File: src/rtl/core/avimd_pkg.sv
package avimd_pkg;

  localparam int unsigned QUEUE_DEPTH = 4;
  localparam int unsigned CFG_IDX_W   = 8;

  localparam logic [CFG_IDX_W-1:0] CFG_MOVI_BYTES = CFG_IDX_W'(0);
  localparam logic [CFG_IDX_W-1:0] CFG_FILE_BYTES = CFG_IDX_W'(1);
  localparam logic [CFG_IDX_W-1:0] CFG_VIDEO_MAX  = CFG_IDX_W'(2);
  localparam logic [CFG_IDX_W-1:0] CFG_AUDIO_MAX  = CFG_IDX_W'(3);

  localparam logic [31:0] VIDEO_MAX_RST = 32'(200 * 1024);
  localparam logic [31:0] AUDIO_MAX_RST = 32'(64 * 1024);

  localparam logic [1:0] KIND_VIDEO = 2'd0;
  localparam logic [1:0] KIND_AUDIO = 2'd1;
  localparam logic [1:0] KIND_STOP  = 2'd2;

  localparam logic [1:0] STOP_END_MOVI = 2'd0;
  localparam logic [1:0] STOP_INDEX    = 2'd1;
  localparam logic [1:0] STOP_BAD_SIZE = 2'd2;

  // fourcc codes, first byte in bits 7:0
  localparam logic [31:0] FCC_LIST = 32'h5453_494C;
  localparam logic [31:0] FCC_JUNK = 32'h4B4E_554A;
  localparam logic [31:0] FCC_IDIT = 32'h5449_4449;
  localparam logic [31:0] FCC_IDX1 = 32'h3178_6469;
  localparam logic [31:0] FCC_00DC = 32'h6364_3030;
  localparam logic [31:0] FCC_01DC = 32'h6364_3130;
  localparam logic [31:0] FCC_00WB = 32'h6277_3030;
  localparam logic [31:0] FCC_01WB = 32'h6277_3130;
  localparam logic [31:0] FCC_NONE = 32'h0000_0000;

  typedef enum logic [2:0] {
    PH_HDR   = 3'd0,
    PH_LTYPE = 3'd1,
    PH_PAYF  = 3'd2,
    PH_PAY   = 3'd3,
    PH_SKIP  = 3'd4
  } phase_t;

  // one parsed input beat: an optional payload result, then an optional stop
  typedef struct packed {
    logic       has_pay;
    logic [1:0] pay_kind;
    logic [7:0] data;
    logic       first;
    logic       last;
    logic       has_stop;
    logic [1:0] stop_reason;
  } event_t;

endpackage

File: src/rtl/core/avimd_parser.sv
module avimd_parser (
  input  logic                           clk,
  input  logic                           rst,
  input  logic                           cfg_we,
  input  logic [avimd_pkg::CFG_IDX_W-1:0] cfg_index,
  input  logic [31:0]                    cfg_data,
  input  logic                           accept,
  input  logic [7:0]                     in_byte,
  output logic                           ev_valid,
  output avimd_pkg::event_t              ev
);
  import avimd_pkg::*;

  logic [31:0] movi_bytes, file_bytes, video_max, audio_max;

  logic [33:0] offset, offset_next;
  logic [55:0] hs, hs_next;
  logic [2:0]  hcount, hcount_next;
  phase_t      phase, phase_next;
  logic [31:0] remaining, remaining_next;
  logic [1:0]  chunk_kind, chunk_kind_next;
  logic        pad_pending, pad_pending_next;
  logic        stopped, stopped_next;

  logic [63:0] word;
  logic [31:0] fcc, size;
  logic [32:0] padded;
  logic [33:0] off1, movi_ext;
  logic        end_now, end_after, bad_size, is_vid, is_aud, take_chunk, skip_type;
  logic        enter;

  assign word     = {in_byte, hs};
  assign fcc      = word[31:0];
  assign size     = word[63:32];
  assign padded   = {1'b0, size} + 33'(size[0]);
  assign off1     = offset + 34'd1;
  assign movi_ext = {2'b00, movi_bytes};
  assign end_now   = (offset + 34'd8) > movi_ext;
  assign end_after = (offset + 34'd9) > movi_ext;
  assign bad_size  = (size > file_bytes) || ((off1 + {1'b0, padded}) > (movi_ext + 34'd2));
  assign is_vid    = (fcc == FCC_00DC) || (fcc == FCC_01DC);
  assign is_aud    = (fcc == FCC_00WB) || (fcc == FCC_01WB);
  assign take_chunk = (size != 32'd0) &&
                      ((is_vid && size <= video_max) || (is_aud && size <= audio_max));
  assign skip_type  = (fcc == FCC_JUNK) || (fcc == FCC_IDIT) || (fcc == FCC_NONE);

  always_ff @(posedge clk) begin
    if (rst) begin
      movi_bytes <= 32'd0;
      file_bytes <= 32'd0;
      video_max  <= VIDEO_MAX_RST;
      audio_max  <= AUDIO_MAX_RST;
    end else if (cfg_we) begin
      unique case (cfg_index)
        CFG_MOVI_BYTES: movi_bytes <= cfg_data;
        CFG_FILE_BYTES: file_bytes <= cfg_data;
        CFG_VIDEO_MAX:  video_max  <= cfg_data;
        CFG_AUDIO_MAX:  audio_max  <= cfg_data;
        default: ;
      endcase
    end
  end

  always_ff @(posedge clk) begin
    if (rst) begin
      offset      <= '0;
      hcount      <= '0;
      phase       <= PH_HDR;
      remaining   <= '0;
      chunk_kind  <= KIND_VIDEO;
      pad_pending <= 1'b0;
      stopped     <= 1'b0;
    end else begin
      offset      <= offset_next;
      hcount      <= hcount_next;
      phase       <= phase_next;
      remaining   <= remaining_next;
      chunk_kind  <= chunk_kind_next;
      pad_pending <= pad_pending_next;
      stopped     <= stopped_next;
    end
  end

  always_ff @(posedge clk) begin
    hs <= hs_next;
  end

  always_comb begin
    offset_next      = offset;
    hs_next          = hs;
    hcount_next      = hcount;
    phase_next       = phase;
    remaining_next   = remaining;
    chunk_kind_next  = chunk_kind;
    pad_pending_next = pad_pending;
    stopped_next     = stopped;
    ev               = '0;
    enter            = 1'b0;

    if (accept && !stopped) begin
      if (phase == PH_HDR && hcount == 3'd0 && end_now) begin
        ev.has_stop    = 1'b1;
        ev.stop_reason = STOP_END_MOVI;
        stopped_next   = 1'b1;
      end else begin
        offset_next = off1;
        unique case (phase)
          PH_HDR: begin
            hs_next = {in_byte, hs[55:8]};
            if (hcount == 3'd7) begin
              hcount_next = 3'd0;
              if (bad_size) begin
                ev.has_stop    = 1'b1;
                ev.stop_reason = STOP_BAD_SIZE;
                stopped_next   = 1'b1;
              end else if (fcc == FCC_LIST) begin
                phase_next = PH_LTYPE;
              end else if (fcc == FCC_IDX1 && !skip_type) begin
                ev.has_stop    = 1'b1;
                ev.stop_reason = STOP_INDEX;
                stopped_next   = 1'b1;
              end else if (!skip_type && take_chunk) begin
                phase_next       = PH_PAYF;
                remaining_next   = size;
                chunk_kind_next  = is_vid ? KIND_VIDEO : KIND_AUDIO;
                pad_pending_next = size[0];
              end else if (padded == 33'd0) begin
                enter = 1'b1;
              end else begin
                phase_next     = PH_SKIP;
                remaining_next = padded[31:0];
              end
            end else begin
              hcount_next = hcount + 3'd1;
            end
          end
          PH_LTYPE: begin
            hcount_next = hcount + 3'd1;
            if (hcount == 3'd3) enter = 1'b1;
          end
          PH_PAYF, PH_PAY: begin
            remaining_next = remaining - 32'd1;
            ev.has_pay     = 1'b1;
            ev.pay_kind    = chunk_kind;
            ev.data        = in_byte;
            ev.first       = (phase == PH_PAYF);
            ev.last        = (remaining == 32'd1);
            phase_next     = PH_PAY;
            if (remaining == 32'd1) begin
              if (pad_pending) begin
                pad_pending_next = 1'b0;
                phase_next       = PH_SKIP;
                remaining_next   = 32'd1;
              end else begin
                enter = 1'b1;
              end
            end
          end
          PH_SKIP: begin
            if (remaining != 32'd0) remaining_next = remaining - 32'd1;
            if (remaining <= 32'd1) enter = 1'b1;
          end
          default: begin
            phase_next  = PH_HDR;
            hcount_next = 3'd0;
          end
        endcase

        if (enter) begin
          phase_next  = PH_HDR;
          hcount_next = 3'd0;
          if (end_after) begin
            ev.has_stop    = 1'b1;
            ev.stop_reason = STOP_END_MOVI;
            stopped_next   = 1'b1;
          end
        end
      end
    end
  end

  assign ev_valid = ev.has_pay || ev.has_stop;

endmodule

File: src/rtl/core/avimd_fifo.sv
module avimd_fifo #(
  parameter int unsigned WIDTH = 16,
  parameter int unsigned DEPTH = 4
) (
  input  logic             clk,
  input  logic             rst,
  input  logic             wr_en,
  input  logic [WIDTH-1:0] wr_data,
  output logic             full,
  input  logic             rd_en,
  output logic [WIDTH-1:0] rd_data,
  output logic             empty
);
  localparam int unsigned PTR_W = (DEPTH > 1) ? $clog2(DEPTH) : 1;
  localparam int unsigned CNT_W = $clog2(DEPTH + 1);

  logic [WIDTH-1:0] slots [DEPTH];
  logic [PTR_W-1:0] wr_ptr, rd_ptr;
  logic [CNT_W-1:0] count;

  assign full    = (count == CNT_W'(DEPTH));
  assign empty   = (count == '0);
  assign rd_data = slots[rd_ptr];

  always_ff @(posedge clk) begin
    if (wr_en) slots[wr_ptr] <= wr_data;
  end

  always_ff @(posedge clk) begin
    if (rst) begin
      wr_ptr <= '0;
      rd_ptr <= '0;
      count  <= '0;
    end else begin
      if (wr_en) wr_ptr <= (wr_ptr == PTR_W'(DEPTH - 1)) ? '0 : wr_ptr + PTR_W'(1);
      if (rd_en) rd_ptr <= (rd_ptr == PTR_W'(DEPTH - 1)) ? '0 : rd_ptr + PTR_W'(1);
      if (wr_en && !rd_en) count <= count + CNT_W'(1);
      else if (rd_en && !wr_en) count <= count - CNT_W'(1);
    end
  end

endmodule

File: src/rtl/core/avimd_emit.sv
module avimd_emit (
  input  logic                    clk,
  input  logic                    rst,
  input  logic                    q_empty,
  input  avimd_pkg::event_t       q_data,
  output logic                    q_pop,
  output logic                    empty,
  input  logic                    pop,
  output logic [1:0]              kind,
  output logic [7:0]              data,
  output logic                    chunk_first,
  output logic                    chunk_last,
  output logic [1:0]              stop_reason
);
  import avimd_pkg::*;

  logic   have;
  logic   sub;
  event_t cur;
  logic   show_pay, take, split, load;

  assign show_pay = cur.has_pay && !sub;
  assign take     = pop && have;
  assign split    = take && show_pay && cur.has_stop;
  assign load     = !have || (take && !split);
  assign q_pop    = load && !q_empty;
  assign empty    = !have;

  always_ff @(posedge clk) begin
    if (rst) begin
      have <= 1'b0;
      sub  <= 1'b0;
    end else if (split) begin
      sub <= 1'b1;
    end else if (load) begin
      have <= !q_empty;
      sub  <= 1'b0;
    end
  end

  always_ff @(posedge clk) begin
    if (load && !split) cur <= q_data;
  end

  always_comb begin
    if (show_pay) begin
      kind        = cur.pay_kind;
      data        = cur.data;
      chunk_first = cur.first;
      chunk_last  = cur.last;
      stop_reason = STOP_END_MOVI;
    end else begin
      kind        = KIND_STOP;
      data        = 8'd0;
      chunk_first = 1'b0;
      chunk_last  = 1'b0;
      stop_reason = cur.stop_reason;
    end
  end

endmodule

File: src/rtl/core/avi_movi_chunk_demux.sv
// channel   direction  handshake                     payload
// input     in         push / full                   in_byte
// result    out        empty / pop                   kind data chunk_first chunk_last stop_reason
// config    in         cfg_valid / cfg_ready         cfg_index cfg_data
//
// One byte a cycle while full is low: the parser classifies each beat in the cycle it is taken.
// A result is registered in the result queue and then in the emit stage before it reaches the result ports.
// A beat that gives a payload byte and a stop needs two pops: the payload first, then the stop.
// full rises when the result queue is full; cfg_ready is always high.
// rst is synchronous; after a stop all input is taken and dropped until reset.
module avi_movi_chunk_demux #(
  parameter int unsigned QUEUE_DEPTH = avimd_pkg::QUEUE_DEPTH
) (
  input  logic                            clk,
  input  logic                            rst,
  input  logic                            push,
  output logic                            full,
  input  logic [7:0]                      in_byte,
  output logic                            empty,
  input  logic                            pop,
  output logic [1:0]                      kind,
  output logic [7:0]                      data,
  output logic                            chunk_first,
  output logic                            chunk_last,
  output logic [1:0]                      stop_reason,
  input  logic                            cfg_valid,
  output logic                            cfg_ready,
  input  logic [avimd_pkg::CFG_IDX_W-1:0] cfg_index,
  input  logic [31:0]                     cfg_data
);
  import avimd_pkg::*;

  logic   ev_valid;
  event_t ev;
  logic   q_empty, q_pop;
  logic [$bits(event_t)-1:0] q_rd;

  assign cfg_ready = 1'b1;

  avimd_parser u_parser (
    .clk       (clk),
    .rst       (rst),
    .cfg_we    (cfg_valid),
    .cfg_index (cfg_index),
    .cfg_data  (cfg_data),
    .accept    (push && !full),
    .in_byte   (in_byte),
    .ev_valid  (ev_valid),
    .ev        (ev)
  );

  avimd_fifo #(
    .WIDTH ($bits(event_t)),
    .DEPTH (QUEUE_DEPTH)
  ) u_queue (
    .clk     (clk),
    .rst     (rst),
    .wr_en   (ev_valid),
    .wr_data (ev),
    .full    (full),
    .rd_en   (q_pop),
    .rd_data (q_rd),
    .empty   (q_empty)
  );

  avimd_emit u_emit (
    .clk         (clk),
    .rst         (rst),
    .q_empty     (q_empty),
    .q_data      (event_t'(q_rd)),
    .q_pop       (q_pop),
    .empty       (empty),
    .pop         (pop),
    .kind        (kind),
    .data        (data),
    .chunk_first (chunk_first),
    .chunk_last  (chunk_last),
    .stop_reason (stop_reason)
  );

endmodule
File: config.mk
export PLATFORM = sky130hd
export DESIGN_NAME = avi_movi_chunk_demux
export DESIGN_NICKNAME = d
export VERILOG_FILES = /design/src/rtl/core/avimd_pkg.sv /design/src/rtl/core/avimd_parser.sv /design/src/rtl/core/avimd_fifo.sv /design/src/rtl/core/avimd_emit.sv /design/src/rtl/core/avi_movi_chunk_demux.sv
export SDC_FILE = /design/constraint.sdc
export NUM_CORES = 1
export LEC_CHECK = 0
export ABC_AREA = 1
export BUFFER_PORTS_ARGS = -buffer_cell sky130_fd_sc_hd__buf_2
export CORE_ASPECT_RATIO = 1.5
export CORE_MARGIN = 5
export CORE_UTILIZATION = 35
export CTS_CLUSTER_DIAMETER = 50
export DETAILED_ROUTE_END_ITERATION = 8
export PLACE_DENSITY_LB_ADDON = 0.2
export SYNTH_ARGS = -nofsm -noshare
export SYNTH_HDL_FRONTEND = slang
export SYNTH_SLANG_ARGS = --single-unit
export TNS_END_PERCENT = 20
File: constraint.sdc
create_clock -name clk -period 7.84 [get_ports clk]
set_clock_uncertainty 0.05 [all_clocks]
set_input_delay 0.784 -clock clk [delete_from_list [all_inputs] [get_ports clk]]
set_output_delay 0.784 -clock clk [all_outputs]
set_load 0.01 [all_outputs]
==> summary.md <==
| Metric | Value |
|---|---|
| Status | `finished, final reports clean` |
| Crit Path Category | `register to register` |
| Slowest CP cell | `edfxtp_1` |
| Rel. slew slack | `0.1491` |
| Antenna violations before repair | `0` |
| Area Overhead vs Synth | `12.59%` |
| Seq/Total Area, Yosys | `0.3387` |
| Final HPWL DP | `68.45 mm` |
| Syn Area/Cell | `7.331 µm²` |
| Main synth FF type | `dfxtp_1` |
| Core Area | `68800 µm²` |
| Synth top area share | `0.1758` |
| Floorplan row count | `118` |
| CTS tree | `built` |
| Crit. End Element | `register` |
| Pwr dens | `316.9 nW/µm²` |
| First-pass GRT wire length | `130.5 mm` |
| Clock Sink Count | `343` |
| Synth Cell Area | `24150 µm²` |
| First-pass iteration count of the detailed router | `6` |
| Syn Nets | `3591` |
| Pwr Total | `8.615 mW` |
| Critical Path Max Stage Delay | `660 ps` |
| GRT Total Usage | `0.2268` |
| # DRC | `0` |
| Distinct cell type count after synthesis | `61` |
| Final hold violations | `0` |
| Number of max-cap violations | `0` |
| TritonCTS Buffers | `42` |
| Placer congestion estimate | `0.9847` |
| Post-Synthesis Cells | `3294` |
| CP Launch Type | `register` |
| VDD IR max | `176.5 µV` |
| Drt wl/cell | `20.11 µm` |
| Crit path time final | `7157 ps` |
| Endpoints failing setup | `0` |
| Fmax | `139.7 MHz` |
| Final WL | `86.48 mm` |
| ANT nets after route | `0` |
| Register clock-pin slew on the reported worst setup and hold paths | `70 ps` |
| Setup TNS | `0 ps` |
| Largest net degree at the start of global routing | `93` |
| Vias per cell | `5.209` |
| CP most frequent cell | `nand2_1` |
| Post-synth ARST share | `0` |
| Die ar. | `74460 µm²` |
| GRT overflow | `0` |
| Die Ht | `331.7 µm` |
| Hold Crit Class | `register to register` |
| Clock Tree Buf Depth | `3` |
| Unrepaired setup endpoints after global routing | `false` |
| Top-Level Pins | `70` |
| Final Max Slew Viols | `0` |
| IO buf count | `68` |
| Worst endpoint required time | `8250 ps` |
| Synth Warn # | `0` |
| Slew @ Worst Pin | `1265 ps` |
| Pleak | `11.47 nW` |
| Share of post-route cells with drive strength above 1 | `0.07762` |
| Worst skew pair latency | `600 ps` |
| Post-synth EDFFs | `131` |
| Inserted Diodes | `0` |
| Fin nets | `3665` |
| Die Span X | `224.5 µm` |
| Vias in the first global route | `21645` |
| Synth area leader | `dfxtp_1` |
| Root buf cell | `clkbuf_16` |
| Commonest non-fill, non-tap cell in the layout | `nand2_1` |
| Post-synthesis register bit count | `343` |
| Largest cells by area after synthesis | `dfxtp_1 18%, edfxtp_1 16%, ha_1 13%, nand2_1 8.1%, a21oi_1 7.0%` |
| Count of filler cells inserted in the layout | `7311` |
| Most frequent cells in the layout | `514 x nand2_1, 445 x inv_1, 394 x nor2_1` |
| Vias | `22402` |
| Critical Path AT | `7560 ps` |
| Initial Util | `0.3510` |
| # hold bufs at CTS | `0` |
| Critical-path maximum fanout | `8` |
| Fin crit share | `0.9129` |
| Iteration-0 DRC Markers | `1543` |
| H-tree depth | `2` |
==> cells by family after synthesis <==
logic type | Yosys count | synth area share
simple gates | 1241 | 0.2213
compound gates | 747 | 0.1646
buf+inv | 551 | 0.08725
flops | 343 | 0.3387
fa+ha+maj | 244 | 0.1270
xor+xnor | 166 | 0.06052
other cells | 1 | 0.0001553
mux | 1 | 0.0004145
==> sequential cells by signal (all words and copies together), names as in the netlist <==
register and cells:
u_queue.count 3, u_emit.have 1, u_parser.stopped 1, u_parser.audio_max 32
u_parser.chunk_kind 1, u_parser.pad_pending 1, u_parser.hs 56, u_emit.sub 1
u_parser.movi_bytes 32, u_emit.cur 15, u_queue.wr_ptr 2, u_parser.hcount 3
u_queue.rd_ptr 2, u_parser.video_max 32, u_queue.slots 60, u_parser.file_bytes 32
u_parser.offset 34, u_parser.remaining 32, u_parser.phase 3
==> final timing paths <==
path                                                start                       endpoint  slack, ps  cells past startpoint
worst max-delay path            u_parser.hs[41]$_DFFE_PP_  u_queue.count[2]$_SDFFE_PP0P_        680                     36
worst min-delay path            u_parser.hs[14]$_DFFE_PP_       u_parser.hs[6]$_DFFE_PP_        410                      0
worst max register to register  u_parser.hs[41]$_DFFE_PP_  u_queue.count[2]$_SDFFE_PP0P_        680                     36
worst min register to register  u_parser.hs[14]$_DFFE_PP_       u_parser.hs[6]$_DFFE_PP_        410                      0
==> routing by layer <==
layer	GRT usage	part of all wire	vias up
met5	0	0	-
met4	0.1401	0.077	0
met3	0.02608	0.043	249
met2	0.4075	0.50	640
met1	0.2530	0.38	10308
li1	-	-	11205
==> power breakdown <==
group / switching, mW / total [mW] / internal (mW)
Sequential: 0.359 / 2.64 / 2.28
Combinational: 2.55 / 3.83 / 1.28
Clock: 0.882 / 2.14 / 1.26
==> layout make-up <==
cell class / instances / area, µm² / area share
Inverter: 456 / 1714 / 0.06305
Timing Repair Buffer: 125 / 768.2 / 0.02826
Clock buffer: 45 / 1082 / 0.03981
Sequential cell: 343 / 8178 / 0.3008
Multi-Input combinational cell: 2400 / 13890 / 0.5109
Clock inverter: 32 / 429.2 / 0.01578
Tap cell: 900 / 1126 / 0.04142
==> critical path, delay by kind of cell, from the launching register on <==
family	cells	cell delay (ps)
AOI/OAI and AO/OA	10	1660
xor gates and xnor gates	2	680
adders and majority gates	4	1260
buffers and inverters	3	290
DFF	1	660
and+or+nand+nor	17	2380
==> what timing repair did <==
action / in CTS / in global routing
setup buffers: 0 / 5
endpoints found under the setup margin: 0 / 1
gates resized for setup: 0 / 4
==> synth_stat cells (17+ instances only) <==
master,n
a211oi_1,24
a21oi_1,338
clkbuf_1,79
dfxtp_1,212
edfxtp_1,131
ha_1,242
inv_1,446
nand2_1,518
nand3_1,101
nand4_1,72
nor2_1,396
nor3_1,73
nor4_1,34
o21ai_0,307
o22ai_1,17
xor2_1,152
==> per-stage QoR <==
| stage | util | cell area, µm² | hold WS (ps) | std cells | setup WS, ps |
|---|---|---|---|---|---|
| 5_1_grt | 0.3952 | 27190 | 419.3 | 4301 | 57.46 |
| 3_3_place_gp | 0.3725 | 25630 | 382.2 | 4219 | 696.9 |
| 6_report | 0.3952 | 27190 | 406.5 | 4301 | 682.6 |
| 4_1_cts | 0.3945 | 27140 | 409.8 | 4296 | 520.4 |
| 3_5_place_dp | 0.3725 | 25630 | 383.2 | 4219 | 589.5 |
| 2_1_floorplan | - | 24150 | 376.4 | 3294 | 1479 |
(Power assumes the default switching activity.)
